`config.mk`:
```
export PLATFORM = sky130hd
export DESIGN_NAME = modular_inverse_ext_euclid_top
export DESIGN_NICKNAME = d
export VERILOG_FILES = /design/src/modinv_pkg.sv /design/src/modinv_dpath.sv /design/src/modinv_ctrl.sv /design/src/modular_inverse_ext_euclid_top.sv
export SDC_FILE = /design/constraint.sdc
export NUM_CORES = 2
export LEC_CHECK = 0
export CAP_MARGIN = 20
export CORE_MARGIN = 1.5
export CORE_UTILIZATION = 30
export CTS_CLUSTER_SIZE = 30
export DETAILED_ROUTE_END_ITERATION = 8
export DONT_BUFFER_PORTS = 1
export SLEW_MARGIN = 25
export SYNTH_ARGS = -nofsm -noshare
export SYNTH_HDL_FRONTEND = slang
export SYNTH_HIERARCHICAL = 1
export SYNTH_SLANG_ARGS = --single-unit
```
`constraint.sdc`:
```
create_clock -name aclk -period 17.63 [get_ports aclk]
set_clock_uncertainty 0.15 [all_clocks]
set_input_delay 4.4075 -clock aclk [delete_from_list [all_inputs] [get_ports aclk]]
set_output_delay 4.4075 -clock aclk [all_outputs]
set_load 0.05 [all_outputs]
```
`src/modinv_pkg.sv`:
```
// Shared types and constants for the modular inverse block.
// Holds the stream layout and the controller/datapath command and status structs.
// No dependencies.
package modinv_pkg;

    // Stream field width and padded tdata width on both channels
    localparam int FIELD_W = 63;
    localparam int TDATA_W = 128;

    // Commands from the controller to the datapath
    typedef struct packed {
        logic load;      // capture operands, order them, reset coefficients
        logic div_init;  // start a division of big by small
        logic div_step;  // one restoring-division bit
        logic update;    // advance the Euclid round
        logic fix;       // add modulus to a negative coefficient
        logic emit;      // load the result register
    } modinv_cmd_t;

    // Status from the datapath to the controller
    typedef struct packed {
        logic small_zero;  // remainder sequence has ended
        logic div_last;    // current division step is the last one
    } modinv_stat_t;

endpackage

```
`src/modinv_dpath.sv`:
```
// Datapath for the modular inverse: operand registers, bit-serial divider
// with a shift-add coefficient product, and the result register.
// Depends on modinv_pkg.
module modinv_dpath
    import modinv_pkg::*;
#(
    parameter int OPERAND_WIDTH = 63
) (
    input  logic               aclk,
    input  logic [TDATA_W-1:0] s_tdata,
    input  modinv_cmd_t        cmd,
    output modinv_stat_t       stat,
    output logic [TDATA_W-1:0] m_tdata
);

    localparam int W     = OPERAND_WIDTH;
    localparam int CW    = W + 1;
    localparam int CNT_W = $clog2(W);

    logic [W-1:0]     big_reg, big_next;
    logic [W-1:0]     small_reg, small_next;
    logic [W-1:0]     mod_reg, mod_next;
    logic [CW-1:0]    coef_prev_reg, coef_prev_next;
    logic [CW-1:0]    coef_cur_reg, coef_cur_next;
    logic [W-1:0]     rem_reg, rem_next;
    logic [W-1:0]     dvd_reg, dvd_next;
    logic [CW-1:0]    prod_reg, prod_next;
    logic [CNT_W-1:0] cnt_reg, cnt_next;
    logic [W-1:0]     inv_reg, inv_next;
    logic [W-1:0]     gcd_reg, gcd_next;

    logic [W-1:0]     in_exp;
    logic [W-1:0]     in_mod;
    logic [W:0]       shifted;
    logic [W:0]       trial;
    logic             qbit;

    assign in_exp  = s_tdata[W-1:0];
    assign in_mod  = s_tdata[FIELD_W+W-1:FIELD_W];

    // Trial subtraction of one restoring-division step
    assign shifted = {rem_reg, dvd_reg[W-1]};
    assign trial   = shifted - {1'b0, small_reg};
    assign qbit    = ~trial[W];

    assign stat.small_zero = (small_reg == '0);
    assign stat.div_last   = (cnt_reg == '0);

    // Next-state logic for all datapath registers
    always_comb begin
        big_next       = big_reg;
        small_next     = small_reg;
        mod_next       = mod_reg;
        coef_prev_next = coef_prev_reg;
        coef_cur_next  = coef_cur_reg;
        rem_next       = rem_reg;
        dvd_next       = dvd_reg;
        prod_next      = prod_reg;
        cnt_next       = cnt_reg;
        inv_next       = inv_reg;
        gcd_next       = gcd_reg;

        if (cmd.load) begin
            big_next       = (in_exp > in_mod) ? in_exp : in_mod;
            small_next     = (in_exp < in_mod) ? in_exp : in_mod;
            mod_next       = in_mod;
            coef_prev_next = '0;
            coef_cur_next  = CW'(1);
        end

        if (cmd.div_init) begin
            rem_next  = '0;
            dvd_next  = big_reg;
            prod_next = '0;
            cnt_next  = CNT_W'(W - 1);
        end

        // One quotient bit; accumulate coef_cur * quotient MSB first
        if (cmd.div_step) begin
            rem_next  = qbit ? trial[W-1:0] : shifted[W-1:0];
            dvd_next  = {dvd_reg[W-2:0], 1'b0};
            prod_next = {prod_reg[CW-2:0], 1'b0} + (qbit ? coef_cur_reg : '0);
            cnt_next  = cnt_reg - CNT_W'(1);
        end

        if (cmd.update) begin
            big_next       = small_reg;
            small_next     = rem_reg;
            coef_prev_next = coef_cur_reg;
            coef_cur_next  = coef_prev_reg - prod_reg;
        end

        // Bring a negative coefficient up by the modulus
        if (cmd.fix && coef_prev_reg[CW-1]) begin
            coef_prev_next = coef_prev_reg + {1'b0, mod_reg};
        end

        if (cmd.emit) begin
            inv_next = coef_prev_reg[W-1:0];
            gcd_next = big_reg;
        end
    end

    always_ff @(posedge aclk) begin
        big_reg       <= big_next;
        small_reg     <= small_next;
        mod_reg       <= mod_next;
        coef_prev_reg <= coef_prev_next;
        coef_cur_reg  <= coef_cur_next;
        rem_reg       <= rem_next;
        dvd_reg       <= dvd_next;
        prod_reg      <= prod_next;
        cnt_reg       <= cnt_next;
        inv_reg       <= inv_next;
        gcd_reg       <= gcd_next;
    end

    // Pack the result: inverse low, gcd above, zero padding
    always_comb begin
        m_tdata = '0;
        m_tdata[W-1:0]                 = inv_reg;
        m_tdata[FIELD_W+W-1:FIELD_W]   = gcd_reg;
    end

endmodule

```
`src/modinv_ctrl.sv`:
```
// Controller for the modular inverse: sequences load, Euclid rounds,
// sign fix and result transfer.
// Depends on modinv_pkg.
module modinv_ctrl
    import modinv_pkg::*;
(
    input  logic         aclk,
    input  logic         aresetn,
    input  logic         s_tvalid,
    output logic         s_tready,
    output logic         m_tvalid,
    input  logic         m_tready,
    input  modinv_stat_t stat,
    output modinv_cmd_t  cmd
);

    typedef enum logic [2:0] {
        ST_IDLE,
        ST_CHECK,
        ST_DIV,
        ST_UPDATE,
        ST_FIX,
        ST_OUT
    } state_t;

    state_t state_reg, state_next;
    logic   m_tvalid_reg, m_tvalid_next;
    logic   out_free;

    assign s_tready = (state_reg == ST_IDLE);
    assign m_tvalid = m_tvalid_reg;
    assign out_free = ~m_tvalid_reg | m_tready;

    // Decode commands and next state
    always_comb begin
        state_next    = state_reg;
        m_tvalid_next = m_tvalid_reg;
        cmd           = '0;
        if (m_tready) begin
            m_tvalid_next = 1'b0;
        end
        unique case (state_reg)
            ST_IDLE: begin
                if (s_tvalid) begin
                    cmd.load   = 1'b1;
                    state_next = ST_CHECK;
                end
            end
            ST_CHECK: begin
                if (stat.small_zero) begin
                    state_next = ST_FIX;
                end else begin
                    cmd.div_init = 1'b1;
                    state_next   = ST_DIV;
                end
            end
            ST_DIV: begin
                cmd.div_step = 1'b1;
                if (stat.div_last) begin
                    state_next = ST_UPDATE;
                end
            end
            ST_UPDATE: begin
                cmd.update = 1'b1;
                state_next = ST_CHECK;
            end
            ST_FIX: begin
                cmd.fix    = 1'b1;
                state_next = ST_OUT;
            end
            ST_OUT: begin
                // Hold until the result register is free
                if (out_free) begin
                    cmd.emit      = 1'b1;
                    m_tvalid_next = 1'b1;
                    state_next    = ST_IDLE;
                end
            end
            default: state_next = ST_IDLE;
        endcase
    end

    always_ff @(posedge aclk) begin
        if (!aresetn) begin
            state_reg    <= ST_IDLE;
            m_tvalid_reg <= 1'b0;
        end else begin
            state_reg    <= state_next;
            m_tvalid_reg <= m_tvalid_next;
        end
    end

endmodule

```
`src/modular_inverse_ext_euclid_top.sv`:
```
// Modular inverse by the extended Euclidean algorithm, 63-bit operands.
// Each input transfer starts R Euclid rounds (R up to 90 at full width), then a sign fix and the
// result transfer; each round is a check state, a bit-serial division of one bit a cycle and an
// update state.
// Throughput: one item at a time; the next input is taken once the result is registered.
// Reset: synchronous active-low aresetn returns the controller to idle and drops m_tvalid.
module modular_inverse_ext_euclid_top
    import modinv_pkg::*;
#(
    parameter int OPERAND_WIDTH = 63
) (
    input  logic               aclk,
    input  logic               aresetn,
    input  logic               s_tvalid,
    output logic               s_tready,
    input  logic [TDATA_W-1:0] s_tdata,   // [62:0] exponent, [125:63] modulus, rest zero
    output logic               m_tvalid,
    input  logic               m_tready,
    output logic [TDATA_W-1:0] m_tdata    // [62:0] inverse, [125:63] common_divisor, rest zero
);

    modinv_cmd_t  cmd;
    modinv_stat_t stat;

    modinv_ctrl u_ctrl (
        .aclk     (aclk),
        .aresetn  (aresetn),
        .s_tvalid (s_tvalid),
        .s_tready (s_tready),
        .m_tvalid (m_tvalid),
        .m_tready (m_tready),
        .stat     (stat),
        .cmd      (cmd)
    );

    modinv_dpath #(
        .OPERAND_WIDTH (OPERAND_WIDTH)
    ) u_dpath (
        .aclk    (aclk),
        .s_tdata (s_tdata),
        .cmd     (cmd),
        .stat    (stat),
        .m_tdata (m_tdata)
    );

    // A zero gcd only arises from two zero operands, which give a zero inverse
    a_zero_gcd: assert property (@(posedge aclk) disable iff (!aresetn)
        m_tvalid && (m_tdata[2*FIELD_W-1:FIELD_W] == '0) |-> (m_tdata[FIELD_W-1:0] == '0))
        else $error("zero gcd with nonzero inverse");

    // An accepted item keeps the input side closed on the next cycle
    a_busy_after_accept: assert property (@(posedge aclk) disable iff (!aresetn)
        s_tvalid && s_tready |=> !s_tready)
        else $error("input accepted again while busy");

    // Reset leaves the block idle with no pending result
    a_reset_idle: assert property (@(posedge aclk)
        !aresetn |=> s_tready && !m_tvalid)
        else $error("block not idle after reset");

endmodule
```
==> results.cfg <==
[finish]
drive_gt1_share_pct = 4.84
area_growth_pct = 9.96
final_nets = 4529
n_fill_cell = 14500
regArea_um2 = 19300
instances_no_fill = 6026
multi_input_area_um2 = 21500

[synthesis]
synth_compound_area_share_pct = 18.3
yosysWarningCount = 6
synth.avg_cell_area_um2 = 10.2
yosysTopAreaCell = edfxtp_1
yosysTopAreaCellShare_pct = 45.0
synth_most_common_cell = edfxtp_1
synth.distinct_cells = 106
ys_seq_area_share_pct = 45.2
synth_area_um2 = 42600
synthFlopType = edfxtp_1
synth_mux_area_share_pct = 4.33
synth_edf_count = 638
synth_common_cells = 638 x edfxtp_1, 330 x o21ai_0, 326 x nand2_1
synth-simple-area-share_pct = 13.7
synth-xor-area-share_pct = 4.53
synthArstFlopShare_pct = 0
synth_top_family_by_area = compound AO/OA/AOI/OAI gates
synth_cells = 4172
synth_fa_ha_area_share_pct = 9.48
synth.ff_latch_count = 643
synth_area_leaders = edfxtp_1 45%, ha_1 9.3%, mux2i_1 4.3%, o21ai_0 3.9%, a21o_1 3.4%

[clocking]
clk_pin_slew_ps = 70
clockBufferDepth = 3
tritoncts = built
ctsResizeCount = 0
clockRootBuffer = clkbuf_16
cts_buffers = 75
insertion_delay_ps = 690
hold_buffers = 0
cts_max_level = 3
clock-sinks = 643
post_cts_buffers = 0

[die]
io_pins = 262
die_h_um = 380
coreArea_um2 = 141000
die_x_um = 380
dieArea_um2 = 144000
initial_core_util_pct = 30.1
placementRows = 138

[sta]
fin_crit_sh_pct = 45.8
max_freq_mhz = 124
drv_slew = 0
setup_violations = 0
timing_hold_violations_final = 0
relSlewSlack_pct = 23.3
rsz0062_at_grt = false
period_needed_ps = 8080
setup-tns-final_ps = 0
tightest_slew_ps = 1130

[pwr]
p_leak_uw = 0.0186
vdd_drop_max_mv = 0.0650
powerDensity_nw_per_um2 = 110

[setup_path]
cp.required_ps = 17920
cp-end-kind = flop
path_class = reg2reg
start_kind = flop
arrival_ps = 8370
cp_max_fo = 41

[detailed_routing]
wl_per_cell_um = 21.8
detail_route.first_pass.iterations = 8
drtIter0Drc = 2755
vias = 31800
drc = 0
via_per_inst = 5.28
routed_wl_mm = 132
ant_nets = 0

[worst_hold_path]
hold_class = reg2reg

[place]
gp_congestion = 0.911
dp_hpwl_mm = 99.5
portBuffers = 0
dp_cells = 5890

[global_route]
grt_pass1_vias = 31300
grt_use_total_pct = 17.7
grt_pass1_wl_mm = 196
antenna_found_initial = 4
gr-total-overflow = 0
grt_max_degree = 148

[flow_run]
max_cap_viol_count = 0

[outcome]
outcome = finished, final reports clean
==> area by class of cell <==
cell class	instances	area share (%)
clock buffer	86	4.19
inverter	260	2.09
clock inverter	48	1.07
multi-input combinational	3073	46.0
sequential	643	41.1
antenna	2	0.0107
tap	1890	5.05
timing repair buffer	24	0.412
==> worst max-delay path: stages (launching register included) <==
cell and delay (ps):
edfxtp_1 470, ha_1 560, nand2_1 130, nor2_1 300, nand4_1 150, a211oi_1 720, o21ai_1 290, a31oi_1 370
o221ai_1 290, or2_4 460, and2_1 250, ha_1 200, fa_1 440, a211oi_1 300, o211ai_1 180, and4bb_2 300
o2111ai_1 420, a21boi_1 190, a32oi_1 540, a211o_1 280, o31a_1 320, o21ai_0 170, xor2_1 160, and2_1 160
==> layer usage <==
metal	routed length (µm)	vias to the layer above	GRT usage, %
met4	5390	0	7.64
li1	-	15300	-
met3	8140	197	3.71
met1	57000	15500	22.5
met2	61100	846	29.1
met5	0	-	0
==> metrics by stage <==
step | utilization, % | instance area (µm²) | total power, µW | setup slack (ps) | hold WS [ps]
after floorplan | - | 42600 | 3150 | 6750 | 276
after global placement | 31.4 | 44300 | 3540 | 8840 | 285
after detailed placement | 31.4 | 44300 | 3540 | 8780 | 285
after CTS | 33.1 | 46800 | 5170 | 9500 | 301
after global routing | 33.1 | 46800 | 5400 | 9330 | 308
final | 33.1 | 46800 | 5140 | 9550 | 299
==> cells in the final DEF (no fill, tap or decap), types with 10 or more instances in the layout <==
master | netlist | final
o21a_1 | 44 | 43
a21oi_1 | 283 | 283
nand2b_1 | 23 | 22
o211ai_1 | 12 | 12
and4_1 | 10 | 10
a31oi_1 | 34 | 34
a211oi_1 | 33 | 33
nor2_1 | 151 | 149
a21o_1 | 191 | 191
buf_4 | 7 | 23
clkinv_1 | 0 | 13
nand2_1 | 326 | 325
a22o_1 | 61 | 61
nor3_1 | 44 | 43
a21boi_0 | 12 | 12
xnor2_1 | 135 | 135
o21bai_1 | 56 | 56
and3_1 | 34 | 34
o21ai_0 | 330 | 330
nor4_1 | 27 | 26
inv_1 | 259 | 259
o31ai_1 | 26 | 26
ha_1 | 316 | 316
xor2_1 | 85 | 85
edfxtp_1 | 638 | 638
clkbuf_16 | 0 | 77
nand3_1 | 118 | 118
nor2b_1 | 99 | 97
mux2i_1 | 184 | 184
a41oi_1 | 12 | 12
and2_1 | 181 | 180
nand4_1 | 82 | 82
==> power by group <==
part / switching (µW) / total [µW] / internal (µW) / leakage [µW]
Clock: 681 / 1600 / 921 / 0.00118
Combinational: 938 / 1550 / 612 / 0.0112
Sequential: 118 / 1980 / 1870 / 0.00614
==> cell families (layout without fill, tap and decap cells) <==
kind of cell               after synthesis  count (layout)
AOI/OAI and AO/OA                     1203            1203
and+or+nand+nor                       1144            1144
DFF                                    643             643
buffers and inverters                  457             418
adders and majority gates              320             320
xor gates and xnor gates               220             220
muxes                                  184             184
other                                    1               4
==> final timing paths <==
| kind | from | end | slack [ps] | cells past startpoint |
|---|---|---|---|---|
| worst max-delay path | u_dpath/rem_reg[27] | u_dpath/prod_reg[57] | 9550 | 23 |
| worst min-delay path | u_dpath/big_reg[2] | u_dpath/gcd_reg[2] | 300 | 0 |
| worst max register to register | u_dpath/rem_reg[27] | u_dpath/prod_reg[57] | 9550 | 23 |
| worst min register to register | u_dpath/big_reg[2] | u_dpath/gcd_reg[2] | 300 | 0 |
(Power assumes the default switching activity.)
